### src/rtl/rcc_pkg.sv
// ----------------------------------------------------------------------------
// rcc_pkg
// shared types and constants of the 3x3 rgb convolution core
// ----------------------------------------------------------------------------
package rcc_pkg;
    localparam int MaxWidth  = 1024;
    localparam int MaxHeight = 1024;
    localparam int ColW      = $clog2(MaxWidth);
    localparam int RowW      = $clog2(MaxHeight);
    localparam int NumPlanes = 3;
    localparam int PixW      = 8 * NumPlanes;
    localparam int SumW      = 16;
    localparam int QuoW      = 17;

    typedef enum logic [2:0] {
        CFG_WIDTH  = 3'd0,
        CFG_HEIGHT = 3'd1,
        CFG_TOP    = 3'd2,
        CFG_MID    = 3'd3,
        CFG_BOT    = 3'd4,
        CFG_DIV    = 3'd5
    } t_cfg_idx;

    typedef enum logic [1:0] {
        ST_IDLE,
        ST_MUL,
        ST_DIV,
        ST_OUT
    } t_state;

    typedef struct packed {
        logic [7:0]      clamp;
        logic            busy;
    } t_lane_res;
endpackage

### src/rtl/rcc_lane.sv
// ----------------------------------------------------------------------------
// rcc_lane
// one color plane: 3x3 multiply-accumulate, signed division and clamp
// ----------------------------------------------------------------------------
module rcc_lane
    import rcc_pkg::*;
(
    input  logic        i_clk,
    input  logic        i_rst_n,
    input  logic        i_start,
    input  logic [71:0] i_pix,
    input  logic [71:0] i_coef,
    input  logic [6:0]  i_div,
    output t_lane_res   o_res
);
    logic signed [SumW-1:0] r_prod [9];
    logic                   r_mul_v;
    logic [QuoW-1:0]        r_rem, n_rem;
    logic [SumW-1:0]        r_mag;
    logic [SumW-1:0]        r_quo;
    logic                   r_neg;
    logic [4:0]             r_cnt;
    logic                   r_busy;
    logic [7:0]             lane_clamp;
    logic signed [SumW-1:0] sum;
    logic [6:0]             d;

    assign d = (i_div == 7'd0) ? 7'd1 : i_div;

    always_comb begin
        sum = '0;
        for (int k = 0; k < 9; k++) sum = sum + r_prod[k];
    end
    assign n_rem = {r_rem[QuoW-2:0], r_mag[SumW-1]};

    always_ff @(posedge i_clk) begin
        for (int k = 0; k < 9; k++)
            r_prod[k] <= SumW'($signed({1'b0, i_pix[8*k +: 8]}) * $signed(i_coef[8*k +: 8]));
        if (!i_rst_n) begin
            r_mul_v <= 1'b0;
            r_busy  <= 1'b0;
            r_cnt   <= '0;
        end else begin
            r_mul_v <= i_start;
            if (r_mul_v) begin
                r_neg  <= sum[SumW-1];
                r_mag  <= sum[SumW-1] ? SumW'(-sum) : sum;
                r_rem  <= '0;
                r_cnt  <= 5'd16;
                r_busy <= 1'b1;
            end else if (r_cnt != 5'd0) begin
                r_mag <= {r_mag[SumW-2:0], 1'b0};
                if (n_rem >= QuoW'(d)) begin
                    r_rem <= n_rem - QuoW'(d);
                    r_quo <= {r_quo[SumW-2:0], 1'b1};
                end else begin
                    r_rem <= n_rem;
                    r_quo <= {r_quo[SumW-2:0], 1'b0};
                end
                r_cnt <= r_cnt - 5'd1;
            end else begin
                r_busy <= 1'b0;
            end
        end
    end

    always_comb begin
        if (r_neg || r_quo == '0) lane_clamp = 8'd0;
        else if (r_quo > 16'd255) lane_clamp = 8'd255;
        else lane_clamp = r_quo[7:0];
    end
    assign o_res.clamp = lane_clamp;
    assign o_res.busy  = r_busy | r_mul_v | i_start;
endmodule

### config.mk
export PLATFORM = sky130hd
export DESIGN_NAME = rcc_lane
export DESIGN_NICKNAME = d
export VERILOG_FILES = /design/src/rtl/rcc_pkg.sv /design/src/rtl/rcc_lane.sv
export SDC_FILE = /design/constraint.sdc
export NUM_CORES = 2
export LEC_CHECK = 0
export ABC_AREA = 1
export BUFFER_PORTS_ARGS = -buffer_cell sky130_fd_sc_hd__clkbuf_2
export CAP_MARGIN = 25
export CORE_UTILIZATION = 40
export DETAILED_ROUTE_END_ITERATION = 10
export GPL_TIMING_DRIVEN = 0
export SLEW_MARGIN = 25
export SYNTH_ARGS = -nofsm -noshare
export SYNTH_HDL_FRONTEND = slang
export SYNTH_SLANG_ARGS = --single-unit
### constraint.sdc
create_clock -name i_clk -period 5.03 [get_ports i_clk]
set_input_delay 0.2515 -clock i_clk [delete_from_list [all_inputs] [get_ports i_clk]]
set_output_delay 0.2515 -clock i_clk [all_outputs]
set_load 0.1 [all_outputs]
=== Word level (Yosys, flattened, before mapping) ===
Memory sizes are Yosys's and may differ from the RTL's.
Index checks and enable logic that the tools add are counted.

* Register bits: 56
* Bits in writable memories: 144
* Input bits: 154
* Output and inout bits: 9
* Logic and storage cells: 58
* Memories kept: 1

* Add/subtract/negate cells: 11
* $mul: 9
* Order comparisons: 2
* Eq/ne operators: 1
* Mux-type cells: 13
* Bitwise gates (word level): 4
* Reductions and logical operators: 9

{| class="wikitable"
|+ Memory list
! memory !! words !! width !! read ports !! clocked after Yosys merged registers in !! write ports !! line !! source
|-
| r_prod || 9 || 16 || 9 || 0 || 9 || rcc_lane.sv:16 || <nowiki>logic signed [SumW-1:0] r_prod [9];</nowiki>
|}

{| class="wikitable"
|+ Operators by type and width
! kind !! count
|-
| $mul A9 B8 Y16 || 9
|-
| $add A16 B16 Y16 || 8
|-
| $mux W16 || 5
|-
| $ge A17 B7 Y1 || 1
|-
| $gt A16 B8 Y1 const B || 1
|-
| $logic_not A16 Y1 || 1
|-
| $mux W8 || 2
|-
| $neg A16 Y16 || 1
|-
| $sub A16 B7 Y16 || 1
|-
| $mux W5 || 2
|-
| $logic_not A7 Y1 || 1
|-
| $mux W7 || 1
|-
| $reduce_bool A5 Y1 || 1
|-
| $sub A5 B1 Y5 const B || 1
|-
| $reduce_and A2 Y1 || 2
|-
| $mux W1 || 3
|-
| $reduce_and A3 Y1 || 1
|-
| $ne A2 B2 Y1 const B || 1
|-
| $not A1 Y1 || 2
|-
| $or A1 B1 Y1 || 2
|-
| $reduce_bool A2 Y1 || 1
|-
| $reduce_or A2 Y1 || 1
|-
| $logic_or A1 B1 Y1 || 1
|}

=== Depth between registers and ports, before layout ===
An unclocked memory read counts as a cell.

* Word-level depth: 12
* Depth in mapped cells: 26
* Gate-level depth less buffers: 26

=== Worst setup path after synthesis ===
OpenSTA, ideal clock, no wires.

* Path kind: register to register
* Start point: mem r_prod[6][2] (netlist: r_prod[0][98])
* End point: reg r_mag[12] (data pin)
* Setup time: 0.253 ns
* Arrival time: 4.113 ns
* Data required time: 4.777 ns
* Path slack: 0.663 ns
* Cell stages (with the launch flop): 21
* Buffers on the path: 0
* Period minus slack after synthesis: 4.367 ns
* Cell sequence: dfxtp_1 -> fa_1 -> fa_1 -> fa_1 -> inv_1 -> fa_1 -> inv_1 -> ha_1 -> fa_1 -> nand3_1 -> nand3b_1 -> nand2_2 -> nand3_1 -> nor2_1 -> nand3_1 -> nor2_1 -> nand2_1 -> nand2_1 -> nand2_1 -> nand3_1 -> nand2_1

{| class="wikitable"
|+ RTL lines
! what !! line !! source
|-
| start, declared || rcc_lane.sv:16 ||
|-
| end signal, assigned || rcc_lane.sv:47 || <nowiki>r_mag <= sum[SumW-1] ? SumW'(-sum) : sum;</nowiki>
|-
| end signal, assigned || rcc_lane.sv:52 || <nowiki>r_mag <= {r_mag[SumW-2:0], 1'b0};</nowiki>
|-
| end, declared || rcc_lane.sv:19 || <nowiki>logic [SumW-1:0] r_mag;</nowiki>
|}

==> impl_summary.txt <==
----------------------------------------------------
[Run status]
  Run status ... finished, final reports clean

[Routing]
  Remaining antenna violation count after routing ... 0
  Detailed-route wire length ... 60050 µm
  First-iteration detailed-routing DRC count ... 753
  Total number of vias ... 20594
  DRC errors left ... 0
  First-pass detailed-route iteration total ... 8
  Routed wire length per instance ... 13.17 µm
  Via density ... 4.517

[Setup path]
  Required time of the worst setup path ... 5230 ps
  Worst path top cell family by delay ... adder cells
  Critical path buffer and inverter count ... 4
  Kind of critical path ... flop to flop
  Cell Chain, Critical Path ... fa_1 > fa_1 > fa_1 > inv_1 > fa_1 > inv_1 > ha_1 > fa_2 > inv_1 > nand3_1 > inv_1 > nand3_1 > nor2_1 > nand3_1 > nor2_1 > nand2_1 > nand2_1 > nand2_1 > nand3_1 > nand2_1
  Critical-path maximum fanout ... 4
  Kind of end point of the critical path ... flop
  Slowest stage cell, crit path ... sky130_fd_sc_hd__fa_1
  FF-to-FF Start ... r_prod[0][114]
  Slowest stage delay, CP ... 550 ps
  Worst setup startpoint ... r_prod[0][114]
  Endpoint arrival time on the critical path ... 4900 ps
  CP startpoint kind ... flop

[Clock tree]
  Maximum number of buffers from clock root to sink ... 2
  Clk slew on worst S/H paths ... 70 ps
  H-tree levels ... 4
  Number of buffers inserted during clock tree synthesis ... 17
  Post-CTS setup-driven buffer insertion count ... 0
  Clock tree from TritonCTS ... yes
  Source-to-sink clock delay at the later pin of the worst-skew pair ... 450 ps
  CTS Root Buffer Type ... sky130_fd_sc_hd__clkbuf_16
  Total number of clock tree sinks ... 200

[Yosys]
  Yosys top cell area share ... 0.3003
  Sequential element share of the synthesized area ... 0.1550
  Count leader, synth ... sky130_fd_sc_hd__inv_1
  #FFs+latches synth ... 200
  Number of distinct standard cells referenced by the synthesized netlist ... 43
  Average cell area after synthesis ... 8.172 µm²
  Synthesized cell area ... 29000 µm²
  Leading cell types by total area after synthesis ... sky130_fd_sc_hd__fa_1, sky130_fd_sc_hd__ha_1, sky130_fd_sc_hd__inv_1
  Primary FF master, synth ... sky130_fd_sc_hd__dfxtp_1
  Synth area leader ... sky130_fd_sc_hd__fa_1
  Synthesized netlist cell count ... 3549
  Proportion of register bits with asynchronous set or reset after synthesis ... 0
  Net count after synthesis ... 4524
  Number of enable-type register cells in the synthesized netlist ... 49
  Syn. warnings ... 0
  Most frequent cells after synthesis ... sky130_fd_sc_hd__inv_1, sky130_fd_sc_hd__nand2_1, sky130_fd_sc_hd__fa_1, sky130_fd_sc_hd__ha_1, sky130_fd_sc_hd__dfxtp_1

[GRT]
  Wire length of the first global-routing pass ... 103300 µm
  Antenna violations before repair ... 2
  GRT Residual Overflow ... 0
  Number of global-route vias before repair ... 21437
  Global-route usage over all layers ... 0.1718
  Pin count of the biggest net entering global routing ... 34

[Layout]
  Final layout net count ... 4571
  Area of the multi-input gates ... 20200 µm²
  Antenna diodes ... 0
  Combined flip-flop and latch cell area ... 4494 µm²
  Layout overhead on the synthesized area ... 6.544%
  Count of filler cells inserted in the layout ... 7334
  Fraction of layout cells with a size suffix above 1 ... 0.04073
  Post-route non-filler standard cell count ... 4559

[Floorplan]
  Horizontal die dimension ... 271.3 µm
  Height of the die ... 271.3 µm
  I/O pin count ... 163
  Initial core utilization ... 0.4050
  Core Footprint ... 71610 µm²
  Area of the die ... 73590 µm²
  Floorplan row count ... 98

[STA]
  Final cycle utilization of the critical path ... 0.9339
  Total count of max-transition violations in the final report ... 0
  Unrepaired setup endpoints after global routing ... false
  Final setup margin ... 332.5 ps
  Setup TNS ... 0 ps
  Transition time at the pin with the least slew margin ... 779.2 ps
  Total count of hold-check failures in the final report ... 0
  Post-route minimum period ... 4698 ps
  Skew final ... 11.92 ps
  Finish-stage setup viols ... 0
  Headroom to the max-slew limit ... 0.4757
  Peak Freq ... 212.9 MHz

[Placed design]
  DPL Wire Length ... 52580 µm
  Placed instance count ... 4526
  Worst setup slack before clock tree synthesis ... 110.3 ps
  Port Buf Inserts ... 27
  Routability cong. ... 0.8601

[Job]
  Maxcap violations ... 0

[Worst hold path]
  Startpoint of the lowest-slack hold path ... i_rst_n
  Worst min path class ... primary input to flop

----------------------------------------------------
## cell families (layout without fill, tap and decap cells)
| logic type | count (synthesis) | after routing | synth area share |
|---|---|---|---|
| AO/OA/AOI/OAI | 202 | 202 | 0.03835 |
| adder cells (fa/ha/maj) | 821 | 821 | 0.4668 |
| flip-flops | 200 | 200 | 0.1550 |
| XOR/XNOR | 143 | 143 | 0.04344 |
| buffers and inverters | 1144 | 1204 | 0.1490 |
| AND/OR/NAND/NOR | 1039 | 1039 | 0.1475 |
## tightest hold or removal path, stage by stage
cell and delay [ps]:
sky130_fd_sc_hd__clkbuf_2 120, sky130_fd_sc_hd__nand2_1 60, sky130_fd_sc_hd__inv_1 40
## layer usage
layer	GRT usage	part of all wire
met4	0.03548	0.016
met2	0.3157	0.51
met3	0.01884	0.028
met5	0	0.00043
met1	0.2157	0.44
## what timing repair did
action / in CTS / in global routing
endpoints found under the hold margin: 1 / 0
gates resized for setup: 0 / 1
hold buffers: 1 / 0
setup endpoints to repair: 0 / 3
## cell type report
cell class,instances,area share
Multi-Input combinational cell,2205,0.6536
Sequential cell,200,0.1454
Inverter,1000,0.1215
Tap cell,950,0.03847
Buffer,144,0.01834
Clock buffer,20,0.01446
Timing Repair Buffer,28,0.004697
Clock inverter,12,0.003563
## flip-flops by register name (all words and copies together) (netlist names)
| name | count |
|---|---|
| r_busy | 1 |
| r_mag | 16 |
| r_quo | 16 |
| r_prod | 144 |
| r_rem | 16 |
| r_cnt | 5 |
| r_neg | 1 |
| r_mul_v | 1 |
## placed cells by master (no fill, tap or decap), types with 9 or more instances in the layout
cell                          n
sky130_fd_sc_hd__o21ai_0     44
sky130_fd_sc_hd__nor2_1     116
sky130_fd_sc_hd__edfxtp_1    49
sky130_fd_sc_hd__nand3_1     63
sky130_fd_sc_hd__clkbuf_1   140
sky130_fd_sc_hd__ha_1       386
sky130_fd_sc_hd__dfxtp_1    151
sky130_fd_sc_hd__xnor2_1     60
sky130_fd_sc_hd__a21oi_1    117
sky130_fd_sc_hd__or2_2       52
sky130_fd_sc_hd__nand2_1    750
sky130_fd_sc_hd__nor3_1       9
sky130_fd_sc_hd__xor2_1      82
sky130_fd_sc_hd__fa_1       434
sky130_fd_sc_hd__inv_1      995
sky130_fd_sc_hd__nand4_1     13
sky130_fd_sc_hd__clkbuf_16   17
sky130_fd_sc_hd__clkbuf_2    27
## stage by stage
| stage | area, µm² | utilization | hold WS, ps |
|---|---|---|---|
| 4_1_cts | 30900 | 0.4315 | 28.18 |
| 6_report | 30900 | 0.4315 | 48.42 |
| 3_3_place_gp | 30330 | 0.4235 | 429.8 |
| 5_1_grt | 30900 | 0.4315 | 51.87 |
| 2_1_floorplan | 29000 | - | 345.0 |
| 3_5_place_dp | 30330 | 0.4236 | 438.2 |
## final timing paths
kind         slack [ps]   endpoint  cells past startpoint
max                 330  r_mag[12]                     20
min                  50    r_mul_v                      3
max reg2reg         330  r_mag[12]                     20
min reg2reg         450  r_quo[11]                      0
Power is left out: the tool's default activity adds up to more than one toggle a clock period on the data nets, which glitch-free logic cannot reach.
